$ cat src/hw/rtl/cenc_k7_pkg.sv
`default_nettype none
// ----------------------------------------------------------------------------
// cenc_k7_pkg: shared types and constants of the K=7 word-parallel encoder
// Field widths, register map, reset values and the delay helper.
// ----------------------------------------------------------------------------
package cenc_k7_pkg;

  localparam int unsigned DATA_W          = 64;
  localparam int unsigned HIST_W          = 6;
  localparam int unsigned SYM_W           = 13;
  localparam int unsigned LOG_DATA_W      = 6;
  localparam int unsigned CFG_DATA_W      = 32;
  localparam int unsigned CFG_ADDR_W      = 3;
  localparam int unsigned MAX_SYMBOL_BITS_DEF = 4096;

  localparam logic [SYM_W-1:0] SYM_BITS_RESET = SYM_W'(24);

  // Register index decode (paddr[2] is the word index)
  localparam logic REG_SYMBOL_BITS = 1'b0;

  typedef logic [DATA_W-1:0] word_t;

  typedef struct packed {
    word_t code_b;
    word_t code_a;
    logic  last;
  } result_t;

  // Stream delayed by d bits, older bits taken from the history
  function automatic word_t delayed(input logic [HIST_W+DATA_W-1:0] ext,
                                    input int unsigned d);
    delayed = ext[d +: DATA_W];
  endfunction

endpackage
`default_nettype wire

$ cat src/hw/rtl/conv_encoder_k7_word_parallel.sv
`default_nettype none
// ----------------------------------------------------------------------------
// conv_encoder_k7_word_parallel: rate 1/2, K=7 encoder (133/171), 64 bits a word
// Encodes a whole word per cycle while in_tready is high, against a six-bit
// history, masks the tail of the last word of a symbol and flags it with tlast.
// ----------------------------------------------------------------------------
// Results are registered (result register, or skid register on a stall) before out_t*.
// Throughput: one word per cycle unless skid is full; the six-bit history loop sits in hist_r.
// A two-entry output buffer (result register plus skid register) keeps
// in_tready a register, so input keeps flowing while one result waits.
// Reset (rst_n low, synchronous): history, word count and buffer empty,
// symbol_bits back to 24.

module conv_encoder_k7_word_parallel #(
  parameter int unsigned MAX_SYMBOL_BITS = cenc_k7_pkg::MAX_SYMBOL_BITS_DEF
) (
  input  wire logic                                clk,
  input  wire logic                                rst_n,
  // input stream
  input  wire logic                                in_tvalid,
  output logic                                     in_tready,
  input  wire logic [cenc_k7_pkg::DATA_W-1:0]      in_tdata,   // [63:0] data_word
  input  wire logic                                in_tuser,   // [0] frame_start
  // result stream
  output logic                                     out_tvalid,
  input  wire logic                                out_tready,
  output logic [2*cenc_k7_pkg::DATA_W-1:0]         out_tdata,  // [63:0] code_a, [127:64] code_b
  output logic                                     out_tlast,  // symbol_last
  // configuration
  input  wire logic                                cfg_psel,
  input  wire logic                                cfg_penable,
  input  wire logic                                cfg_pwrite,
  input  wire logic [cenc_k7_pkg::CFG_ADDR_W-1:0]  cfg_paddr,
  input  wire logic [cenc_k7_pkg::CFG_DATA_W-1:0]  cfg_pwdata,
  output logic [cenc_k7_pkg::CFG_DATA_W-1:0]       cfg_prdata,
  output logic                                     cfg_pready
);
  import cenc_k7_pkg::*;

  localparam int unsigned MAX_WORDS = (MAX_SYMBOL_BITS + DATA_W - 1) / DATA_W;
  localparam int unsigned IDX_W     = (MAX_WORDS > 1) ? $clog2(MAX_WORDS) : 1;
  localparam int unsigned WORDS_W   = SYM_W - LOG_DATA_W + 1;
  localparam int unsigned CMP_W     = (IDX_W + 1 > WORDS_W) ? IDX_W + 1 : WORDS_W;
  localparam int unsigned CLAMP_W   = 18;

  // configuration
  logic [SYM_W-1:0] sym_bits_r;
  logic             cfg_wr;

  assign cfg_pready = 1'b1;
  assign cfg_wr     = cfg_psel & cfg_penable & cfg_pwrite & cfg_pready
                    & (cfg_paddr[2] == REG_SYMBOL_BITS);

  always_ff @(posedge clk) begin
    if (!rst_n) begin
      sym_bits_r <= SYM_BITS_RESET;
    end else if (cfg_wr) begin
      sym_bits_r <= cfg_pwdata[SYM_W-1:0];
    end
  end

  always_comb begin
    cfg_prdata = '0;
    if (cfg_paddr[2] == REG_SYMBOL_BITS) begin
      cfg_prdata = CFG_DATA_W'(sym_bits_r);
    end
  end

  // symbol geometry
  logic [SYM_W-1:0]      eff_bits;
  logic [WORDS_W-1:0]    num_words;
  logic [LOG_DATA_W-1:0] tail;

  always_comb begin
    if (sym_bits_r == '0) begin
      eff_bits = SYM_W'(1);
    end else if (CLAMP_W'(sym_bits_r) > CLAMP_W'(MAX_SYMBOL_BITS)) begin
      eff_bits = SYM_W'(MAX_SYMBOL_BITS);
    end else begin
      eff_bits = sym_bits_r;
    end
    num_words = WORDS_W'(eff_bits[SYM_W-1:LOG_DATA_W])
              + WORDS_W'(eff_bits[LOG_DATA_W-1:0] != '0);
    tail      = LOG_DATA_W'(0) - eff_bits[LOG_DATA_W-1:0];
  end

  // encoder datapath
  logic [HIST_W-1:0]        hist_r, hist_nxt;
  logic [IDX_W-1:0]         word_idx_r, word_idx_nxt;
  logic [HIST_W-1:0]        hist_cur;
  logic [IDX_W-1:0]         idx_cur;
  logic [HIST_W+DATA_W-1:0] ext;
  word_t                    shared, mask;
  logic                     is_last;
  result_t                  res;
  logic                     in_xfer, out_xfer;

  assign in_xfer  = in_tvalid & in_tready;
  assign out_xfer = out_tvalid & out_tready;

  always_comb begin
    hist_cur = in_tuser ? '0 : hist_r;
    idx_cur  = in_tuser ? '0 : word_idx_r;
    ext      = {hist_cur, in_tdata};
    shared   = in_tdata ^ delayed(ext, 2) ^ delayed(ext, 3) ^ delayed(ext, 6);
    is_last  = (CMP_W'(idx_cur) + CMP_W'(1)) >= CMP_W'(num_words);
    mask     = is_last ? ({DATA_W{1'b1}} << tail) : {DATA_W{1'b1}};
    res.code_a = (shared ^ delayed(ext, 5)) & mask;
    res.code_b = (shared ^ delayed(ext, 1)) & mask;
    res.last   = is_last;
    // on the last word, the history ends at the last valid bit
    hist_nxt     = is_last ? ext[tail +: HIST_W] : in_tdata[HIST_W-1:0];
    word_idx_nxt = is_last ? '0 : idx_cur + IDX_W'(1);
  end

  always_ff @(posedge clk) begin
    if (!rst_n) begin
      hist_r     <= '0;
      word_idx_r <= '0;
    end else if (in_xfer) begin
      hist_r     <= hist_nxt;
      word_idx_r <= word_idx_nxt;
    end
  end

  // output register plus skid register
  result_t out_r, skid_r;
  logic    out_valid_r, skid_valid_r;

  assign in_tready = ~skid_valid_r;

  always_ff @(posedge clk) begin
    if (!rst_n) begin
      out_valid_r  <= 1'b0;
      skid_valid_r <= 1'b0;
    end else begin
      if (out_xfer) begin
        // advance skid into the result register, or refill from input
        out_valid_r  <= skid_valid_r | in_xfer;
        skid_valid_r <= 1'b0;
      end else if (in_xfer) begin
        if (out_valid_r) begin
          skid_valid_r <= 1'b1;
        end else begin
          out_valid_r  <= 1'b1;
        end
      end
    end
  end

  always_ff @(posedge clk) begin
    if (out_xfer) begin
      out_r <= skid_valid_r ? skid_r : res;
    end else if (in_xfer && !out_valid_r) begin
      out_r <= res;
    end
    if (in_xfer && out_valid_r && !out_xfer) begin
      skid_r <= res;
    end
  end

  assign out_tvalid = out_valid_r;
  assign out_tdata  = {out_r.code_b, out_r.code_a};
  assign out_tlast  = out_r.last;

  // checks
  a_skid_implies_out: assert property (@(posedge clk) disable iff (!rst_n)
    skid_valid_r |-> out_valid_r)
    else $error("skid entry held without a result in the output register");

  a_skid_fill_on_stall: assert property (@(posedge clk) disable iff (!rst_n)
    $rose(skid_valid_r) |-> $past(out_valid_r && !out_tready))
    else $error("skid register filled while the output was free");

  a_idx_range: assert property (@(posedge clk) disable iff (!rst_n)
    32'(word_idx_r) < MAX_WORDS)
    else $error("word index beyond the longest symbol");

  a_last_restarts: assert property (@(posedge clk) disable iff (!rst_n)
    (in_xfer && is_last) |=> (word_idx_r == '0))
    else $error("word count not restarted after the last word of a symbol");

endmodule
`default_nettype wire
$ cat config.mk
export PLATFORM = sky130hd
export DESIGN_NAME = conv_encoder_k7_word_parallel
export DESIGN_NICKNAME = d
export VERILOG_FILES = /design/src/hw/rtl/cenc_k7_pkg.sv /design/src/hw/rtl/conv_encoder_k7_word_parallel.sv
export SDC_FILE = /design/constraint.sdc
export NUM_CORES = 1
export LEC_CHECK = 0
export BUFFER_PORTS_ARGS = -buffer_cell sky130_fd_sc_hd__buf_2
export CAP_MARGIN = 15
export CELL_PAD_IN_SITES_DETAIL_PLACEMENT = 1
export CELL_PAD_IN_SITES_GLOBAL_PLACEMENT = 2
export CORE_MARGIN = 1.5
export CORE_UTILIZATION = 40
export CTS_CLUSTER_SIZE = 28
export DETAILED_ROUTE_END_ITERATION = 10
export PLACE_DENSITY_LB_ADDON = 0.1
export SYNTH_ARGS = -nofsm -noshare
export SYNTH_HDL_FRONTEND = slang
export SYNTH_SLANG_ARGS = --single-unit
$ cat constraint.sdc
create_clock -name clk -period 26.5 [get_ports clk]
set_clock_uncertainty 0.2 [all_clocks]
set_input_delay 5.3 -clock clk [delete_from_list [all_inputs] [get_ports clk]]
set_output_delay 5.3 -clock clk [all_outputs]
set_load 0.02 [all_outputs]
==> results of run 1 <==
[cells in the final DEF, fill, tap and decap left out, types with 12 or more instances in the layout]
| cell | Yosys | layout |
|---|---|---|
| nand2_1 | 273 | 273 |
| conb_1 | 2 | 20 |
| xnor2_1 | 251 | 251 |
| a21boi_0 | 17 | 17 |
| clkbuf_16 | 0 | 37 |
| ha_1 | 14 | 13 |
| edfxtp_1 | 258 | 258 |
| mux2i_1 | 63 | 63 |
| nor2_1 | 145 | 144 |
| buf_2 | 14 | 229 |
| nand3_1 | 20 | 19 |
| o31ai_1 | 82 | 82 |
| o21ai_0 | 20 | 19 |
| xor2_1 | 64 | 64 |
| a31oi_1 | 15 | 15 |
| mux4_2 | 39 | 39 |
| nor3_1 | 16 | 16 |
| a21oi_1 | 50 | 49 |
| dfxtp_1 | 27 | 27 |
| buf_4 | 23 | 19 |
| mux2_2 | 12 | 12 |
| nor2b_1 | 22 | 22 |
[how the worst max path moves through the flow]
stage                            start            end  slack, ns  depth (start not counted)
after floorplan              in_tvalid   out_tdata[0]      10.86                          3
after global placement    cfg_paddr[2]  cfg_prdata[8]      15.21                          3
after detailed placement  cfg_paddr[2]  cfg_prdata[2]      15.19                          3
after CTS                 cfg_paddr[2]  cfg_prdata[2]      15.18                          3
after global routing      cfg_paddr[2]  cfg_prdata[0]      15.13                          3
final                     cfg_paddr[2]  cfg_prdata[6]      15.19                          3
[layer usage]
layer	track usage (%)	part of all wire, %	routed length (um)
met5	0	0	0
met4	5.551	1.8	967
met3	3.516	4.4	2343
met2	39.27	48	25470
met1	32.33	45	24010
[area by class of cell]
type / instances / area [um2] / share of cell area, %
tap: 585 / 732.0 / 3.651
clock inverter: 14 / 146.4 / 0.7302
sequential: 285 / 8288 / 41.34
multi-input combinational: 1211 / 8586 / 42.82
clock buffer: 46 / 959.7 / 4.787
timing repair buffer: 248 / 1289 / 6.428
inverter: 11 / 48.80 / 0.2434
[registers in the layout (all words and copies together) (netlist names)]
register / count
word_idx_r: 6
out_tlast: 1
hist_r: 6
skid_valid_r: 1
skid_r: 129
out_tvalid: 1
sym_bits_r: 13
out_tdata: 128
[where the power goes]
group | switching (W) | internal [W]
clock network | 0.000189 | 0.000283
registers | 0.0000140 | 0.000557
logic | 0.000246 | 0.000137
total | 0.000449 | 0.000977
[worst max-delay path, cell delays in order]
cell     delay (ns)
buf_2          0.18
nor2b_1        0.14
buf_2          0.17
[cells by family after synthesis]
| kind of cell | Yosys count |
|---|---|
| XOR/XNOR | 315 |
| buffers and inverters | 173 |
| multiplexers | 122 |
| other | 2 |
| adder cells (fa/ha/maj) | 14 |
| AND/OR/NAND/NOR | 508 |
| flip-flops | 285 |
| AO/OA/AOI/OAI | 232 |
[through the flow]
| step | instance area [um2] | worst slack (ns) | power (W) | hold WS [ns] |
|---|---|---|---|---|
| finish | 20050 | 15.19 | 0.001426 | 0.2973 |
| global route | 20050 | 15.13 | 0.001492 | 0.3298 |
| CTS | 20050 | 15.18 | 0.001444 | 0.3047 |
| detailed placement | 18940 | 15.19 | 0.0009646 | 0.2958 |
| global placement | 18940 | 15.21 | 0.0009568 | 0.2852 |
| floorplan | 17640 | 10.86 | 0.0008588 | 0.2606 |
==> flow_summary.toml, run 1 <==
[run_status]
status = "completed"

[synth]
synth_top_area_share_pct = 44.08
synth_mux_area_share_pct = 10.55
synth_edf_count = 258
synthArstFlopShare_pct = 0
synth_compound_area_share_pct = 8.934
yosysMostFrequentCell = "nand2_1"
synth-adder-area-share_pct = 0.9967
ys_top_cells_by_area = "edfxtp_1, xnor2_1, nand2_1"
synth_xor_area_share_pct = 15.70
synth_ff_type = "edfxtp_1"
synth_seq_area_share_pct = 47.16
syn_avg_cell_area_um2 = 10.65
ys_top_cells_by_count = "nand2_1, edfxtp_1, xnor2_1"
yosysWarnings = 0
synth_top_family_by_area = "XOR/XNOR gates"
synth_cell_types = 59
syn_area_um2 = 17580
syn_inst = 1651
synth_seq_cells = 285
yosys.area_share.simple_pct = 12.02
yosys.area.top_type = "edfxtp_1"

[worst_hold_path]
hold-path-cell-count = 2
worstHoldStart = "word_idx_r[5]"
hp-class = "reg2reg"
hold_end = "word_idx_r[5]"

[clock_tree]
postCtsSetupBuffers = 0
clkLatencyLatePin_ns = 0.55
numCtsBuffers = 34
cts-root-buf = "clkbuf_16"
cts_resized = 0
cts.sinks = 285
cts.clk_slew.worst_paths_ns = 0.06
cts_hold_buf = 0
cts_tree = "done"
clock_path_buffers = 3
h-tree-depth = 2

[global_route]
antenna_found_initial = 0
grt_max_degree = 101
grt-ovfl-total = 0
grtUsageTotal_pct = 23.59
grt_pass1_vias = 13250
grt_pass1_wl_mm = 80.59

[worst_setup_path]
r2r_cells = 20
r2r_start = "sym_bits_r[12]"
cp-start-kind = "primary input"
critPathRequiredTime_ns = 21.00
reg2reg_to = "out_tdata[28]"
end_kind = "output port"
arrival_ns = 5.81
path_class = "in2out"
reg2reg_slack_ns = 19.81
cp_max_fo = 15

[sta]
slew_violations = 0
period_minus_slack_ns = 11.31
fin_crit_sh_pct = 42.66
tns_ns = 0
final-setup-viol-count = 0
max-slew-margin-rel_pct = 19.17
worst_pin_slew_ns = 1.203
hold_viol = 0
rsz0062_at_grt = "false"
fmax_mhz = 88.45

[placement]
portBuffers = 229
gp_routability_congestion = 0.8209
hpwl_mm = 36.87
dp.cells = 2340

[routing]
viasPerCell = 5.385
drc_errors = 0
wire_per_inst_um = 22.00
drtPass1Iterations = 5
num_vias = 12930
ant_nets = 0
wirelength_mm = 52.80
first_iter_violations = 722

[cells_and_area]
area_delta_synth_final_pct = 14.07
diodes = 0
layout.cells.non_filler = 2400
final_nets = 1912
fill_cells = 4817
drive_above_1_share_pct = 19.67
utilization_pct = 46.44

[floorplanning]
die_h_um = 212.6
core_area_um2 = 43170
die_w_um = 212.6
die_area_um2 = 45210
rows = 76
pin_count = 271
start_util_pct = 40.71

[power]
p_leak_nw = 7.411
p_per_area_nw_per_um2 = 71.14
max-vdd-ir-drop_v = 0.00004264

[flow_run]
drv_cap = 0
Power figures use the tool's default switching activity.
==> run 2: changes to the inputs <==
Settings changed: CORE_UTILIZATION 40 to 37.
Clock period 26.5 ns to 11.8 ns, I/O delays scaled along.
==> flow_summary.toml, run 2 (synthesis gave the netlist of run 1 again) <==
[run_status]
status = "finished with violations"
violations = "DRC"

[floorplanning]
pin_count = 271
start_util_pct = 37.59
core_area_um2 = 46750
die_h_um = 221.0
die_area_um2 = 48820
die_w_um = 221.0
rows = 79

[routing]
drtPass1Iterations = 8
first_iter_violations = 820
wirelength_mm = 54.44
num_vias = 12880
ant_nets = 0
wire_per_inst_um = 22.43
viasPerCell = 5.308
drc_errors = 28

[clock_tree]
numCtsBuffers = 37
clkLatencyLatePin_ns = 0.55
cts_resized = 0
cts-root-buf = "clkbuf_16"
cts_tree = "done"
cts_hold_buf = 0
cts.sinks = 285
clock_path_buffers = 3
h-tree-depth = 2
postCtsSetupBuffers = 0
cts.clk_slew.worst_paths_ns = 0.06

[worst_setup_path]
r2r_cells = 21
reg2reg_to = "out_tdata[69]"
critPathRequiredTime_ns = 11.94
cp-startpoint = "sym_bits_r[12]"
r2r_start = "sym_bits_r[12]"
end_kind = "register"
path_class = "reg2reg"
reg2reg_slack_ns = 5.43
arrival_ns = 6.51
cp-start-kind = "register"
cp_max_fo = 63

[global_route]
grt_pass1_vias = 13270
grt_use_met3_pct = 3.107
use_met2_pct = 36.56
grt_busiest_layer = "met2"
grt_max_degree = 201
grt-ovfl-total = 0
gr-usage-met1_pct = 31.15
grtUsageTotal_pct = 22.24
grt_pass1_wl_mm = 83.26
antenna_found_initial = 2

[power]
p_per_area_nw_per_um2 = 160.9
p_total_w = 0.003238
combPwrFrac_pct = 26.5
p_leak_nw = 7.431
seqPwrFrac_pct = 39.7
pwr-share-clk_pct = 33.8
p_int_w = 0.002211
max-vdd-ir-drop_v = 0.00007362
swShare_pct = 31.71
p_sw_w = 0.001027

[worst_hold_path]
hold_end = "word_idx_r[5]"
worstHoldStart = "word_idx_r[5]"
hold-path-cell-count = 2
hp-class = "reg2reg"

[sta]
rsz0062_at_grt = "false"
slew_violations = 0
final-setup-viol-count = 0
tns_ns = 0
period_minus_slack_ns = 6.370
worst_pin_slew_ns = 1.103
hold_viol = 0
fin_crit_sh_pct = 53.98
max-slew-margin-rel_pct = 26.49
fmax_mhz = 157.0

[placement]
portBuffers = 229
gp_routability_congestion = 0.7911
hpwl_mm = 37.63

[cells_and_area]
largest_register_ffs = 129
final_nets = 1914
layout_commonest_cell = "nand2_1"
fill_cells = 5202
multiInputGateArea_um2 = 8586
seqCellArea_um2 = 8288
area_delta_synth_final_pct = 14.49
most-common-layout-cells = "nand2_1, edfxtp_1, xnor2_1"
top_register = "skid_r"
drive_above_1_share_pct = 19.69

[flow_run]
drv_cap = 0
[run 2: cell count changes in the layout (fill, tap and decap cells not counted), sizes merged]
cell / delta
clkinvlp: -2
inv: +4
diode: +2
clkbuf: +2
buf: -1
[run 2: final cells by class]
| class | instances | share of cell area, % |
|---|---|---|
| multi-input cells | 1211 | 42.67 |
| repair buffers | 247 | 6.429 |
| clock inverters | 16 | 0.8207 |
| well taps | 607 | 3.774 |
| inverters | 11 | 0.2425 |
| diodes | 2 | 0.02487 |
| clock buffers | 48 | 4.856 |
| flip-flops and latches | 285 | 41.19 |
[run 2: critical path, stage by stage (launching register included)]
cell and delay [ns]:
dfxtp_1 0.58, inv_1 0.25, a41o_1 0.53, inv_8 0.57, ha_1 0.34, o21ai_0 0.12
ha_1 0.23, ha_1 0.25, nand3_1 0.11, xnor2_1 0.12, nand2_1 0.07, ha_1 0.32
a21oi_1 0.14, nor2_1 0.05, a211oi_1 0.22, o21a_1 0.16, buf_4 0.34, inv_1 0.10
buf_4 0.25, o21ai_0 0.26, o21ai_0 0.42, o31ai_1 0.43
[run 2: through the flow]
| step | utilization, % | std cells | hold slack, ns | worst slack (ns) | instance area [um2] |
|---|---|---|---|---|---|
| 2_1_floorplan | - | 1669 | 0.2606 | 2.582 | 17640 |
| 3_3_place_gp | 40.59 | 2361 | 0.2780 | 5.283 | 18980 |
| 3_5_place_dp | 40.59 | 2361 | 0.2912 | 5.153 | 18980 |
| 4_1_cts | 43.03 | 2425 | 0.2996 | 5.414 | 20120 |
| 5_1_grt | 43.04 | 2426 | 0.3218 | 4.929 | 20120 |
| 6_report | 43.04 | 2427 | 0.2942 | 5.430 | 20120 |
[run 2: power groups by stage]
stage          logic (W)  clock network [W]  registers (W)
6_report        0.000858            0.00109        0.00129
5_1_grt         0.000933            0.00116        0.00130
4_1_cts         0.000865            0.00113        0.00129
3_5_place_dp    0.000860                  0        0.00131
3_3_place_gp    0.000847                  0        0.00131
2_1_floorplan   0.000520                  0        0.00140
[run 2: worst max path at each step]
| stage | endpoint | cells past startpoint | slack (ns) |
|---|---|---|---|
| 5_1_grt | out_tdata[69] | 21 | 4.93 |
| 4_1_cts | out_tdata[69] | 21 | 5.41 |
| 2_1_floorplan | out_tdata[0] | 3 | 2.58 |
| 6_report | out_tdata[69] | 21 | 5.43 |
| 3_3_place_gp | out_tdata[69] | 17 | 5.28 |
| 3_5_place_dp | out_tdata[69] | 17 | 5.15 |
[run 2: routing by layer]
layer	part of all wire, %	routed length, um
met5	0	0
met4	1.7	925
met3	3.7	2019
met2	48	25960
met1	47	25540
==> run 3: changes to the inputs <==
Settings changed: ABC_AREA set to 1, CORE_UTILIZATION 37 to 32.
Clock period 11.8 ns to 5.65 ns, I/O delays scaled along.
==> flow_summary.toml, run 3 <==
[cells_and_area]
design_area_um2 = 20990
area_delta_synth_final_pct = 16.14
drive_above_1_share_pct = 19.67
diodes = 0
most-common-layout-cells = "edfxtp_1, nand2_1, buf_2"
largest_register_ffs = 129
top_register = "skid_r"
final_nets = 2307
layout_commonest_cell = "edfxtp_1"

[clock_tree]
cts_hold_buf = 0
h-tree-depth = 2
cts_tree = "done"
clkLatencyLatePin_ns = 0.54
cts-root-buf = "clkbuf_16"
numCtsBuffers = 34
cts.sinks = 285
cts.clk_slew.worst_paths_ns = 0.06
postCtsSetupBuffers = 0
clock_path_buffers = 3

[sta]
tns_ns = 0
slew_violations = 0
max-slew-margin-rel_pct = 33.91
fmax_mhz = 196.0
worst_pin_slew_ns = 0.9914
fin_ws_ns = 0.5468
period_minus_slack_ns = 5.103
fin_crit_sh_pct = 90.32
rsz0062_at_grt = "false"
final-setup-viol-count = 0
holdWs_ns = 0.2708
hold_viol = 0

[synth]
syn_area_um2 = 18070
ys_top_cells_by_area = "edfxtp_1, xor2_1, xnor2_1"
syn_avg_cell_area_um2 = 8.942
synth_cell_types = 42
synth_ff_type = "edfxtp_1"
synth_seq_area_share_pct = 45.86
synthArstFlopShare_pct = 0
ys_top_cells_by_count = "edfxtp_1, nand2_1, inv_1"
yosysWarnings = 0
syn_inst = 2021
yosys.area.top_type = "edfxtp_1"
yosysMostFrequentCell = "edfxtp_1"
synth_edf_count = 258
synth_seq_cells = 285
synth_top_area_share_pct = 42.87

[worst_setup_path]
end_kind = "register"
arrival_ns = 5.18
cp_max_fo = 10
cp-start-kind = "register"
critPathRequiredTime_ns = 5.73
path_class = "reg2reg"

[routing]
wire_per_inst_um = 20.33
wirelength_mm = 60.18
drc_errors = 0
drtPass1Iterations = 5
num_vias = 14040
ant_nets = 0
first_iter_violations = 755
viasPerCell = 4.743

[floorplanning]
core_area_um2 = 55420
pin_count = 271
rows = 86
start_util_pct = 32.61
die_h_um = 240.6
die_area_um2 = 57910
die_w_um = 240.6

[global_route]
antenna_found_initial = 0
grt-ovfl-total = 0
grt_pass1_vias = 14650
grt_pass1_wl_mm = 90.74
grt_max_degree = 130
grtUsageTotal_pct = 20.80

[power]
p_leak_nw = 9.154
p_total_w = 0.006935
max-vdd-ir-drop_v = 0.0001919
p_per_area_nw_per_um2 = 330.4

[worst_hold_path]
hp-class = "reg2reg"

[placement]
detailedPlace.worstSlack_ns = 0.4306
dpl-instance-area_um2 = 19870
portBuffers = 229
hpwl_mm = 45.60
gp_routability_congestion = 0.8420

[flow_run]
drv_cap = 0

[run_status]
status = "completed"
## run 3: cell count changes after synthesis, sizes merged, moves of 44 or more
| cell | change |
|---|---|
| mux2 | +58 |
| nand3 | +158 |
| xor2 | +133 |
| a21oi | +72 |
| o21ai | +78 |
| mux2i | -63 |
| o31ai | -82 |
| mux4 | -47 |
| xnor2 | -125 |
| nor2 | +44 |
| inv | +220 |
## run 3: cell type report
cell class / instances / area [um2]
Fill cell: 6488 / 34430
Clock inverter: 23 / 236.5
Timing Repair Buffer: 268 / 1468
Sequential cell: 285 / 8288
Multi-Input combinational cell: 1364 / 8308
Clock buffer: 39 / 879.6
Tap cell: 748 / 935.9
Inverter: 233 / 874.6
## run 3: layer usage
layer	share of wire, %	wire length (um)	global-route usage (%)	up-vias
met4	1.3	792	3.678	0
met1	47	28130	28.37	6869
met3	3.7	2211	3.134	47
met2	48	29050	35.18	205
met5	0	0	0	-
li1	-	-	-	6919
## run 3: through the flow
| step | cells | util, % |
|---|---|---|
| final | 2960 | 37.88 |
| after global routing | 2960 | 37.88 |
| after CTS | 2960 | 37.87 |
| after detailed placement | 2898 | 35.86 |
| after global placement | 2898 | 35.86 |
| after floorplan | 2039 | - |
## run 3: path summary, 6_finish.rpt
check,start,slack (ns),endpoint,cells past startpoint
worst max-delay path,sym_bits_r[8],0.55,out_tdata[125],27
worst min-delay path,word_idx_r[0],0.27,word_idx_r[0],2
worst max register to register,sym_bits_r[8],0.55,out_tdata[125],27
worst min register to register,word_idx_r[0],0.27,word_idx_r[0],2
## run 3: report_power, final
| part | internal [W] | total, W | switching (W) | leakage [nW] |
|---|---|---|---|---|
| registers | 0.00264 | 0.00270 | 0.0000601 | 2.70 |
| clock network | 0.00131 | 0.00219 | 0.000882 | 0.538 |
| logic | 0.000681 | 0.00205 | 0.00137 | 5.92 |
| total | 0.00463 | 0.00693 | 0.00231 | 9.15 |
## run 3: cells by family after synthesis
logic type	Yosys count	synth area share [%]
muxes	70	4.362
AOI/OAI and AO/OA	269	8.073
adders and majority gates	14	0.9693
and+or+nand+nor	668	16.35
DFF	285	45.86
other	2	0.04156
buffers and inverters	390	8.689
xor gates and xnor gates	323	15.65
## run 3: worst max-delay path: stages (launching register included)
cell and delay, ns:
dfxtp_1 0.40, nor2_1 0.07, nand2_1 0.09, nor2_1 0.06
nand2_2 0.07, nand2_4 0.10, nand2_1 0.22, ha_1 0.21
nand4_1 0.15, or2_2 0.31, ha_1 0.21, ha_1 0.23
nand4_1 0.15, xor2_1 0.09, ha_1 0.27, and3_1 0.19
nand4_1 0.09, nand3_1 0.21, clkinv_1 0.12, buf_4 0.22
nor2_2 0.21, inv_2 0.13, nor2_2 0.23, nand2_1 0.14
inv_2 0.15, nand2_1 0.09, nand2_1 0.16, a21oi_1 0.08
## run 3: repair_timing
item | 4_1_cts | 5_1_grt
hold endpoints to repair | 0 | 0
setup endpoints to repair | 0 | 9
resized for setup | 0 | 1
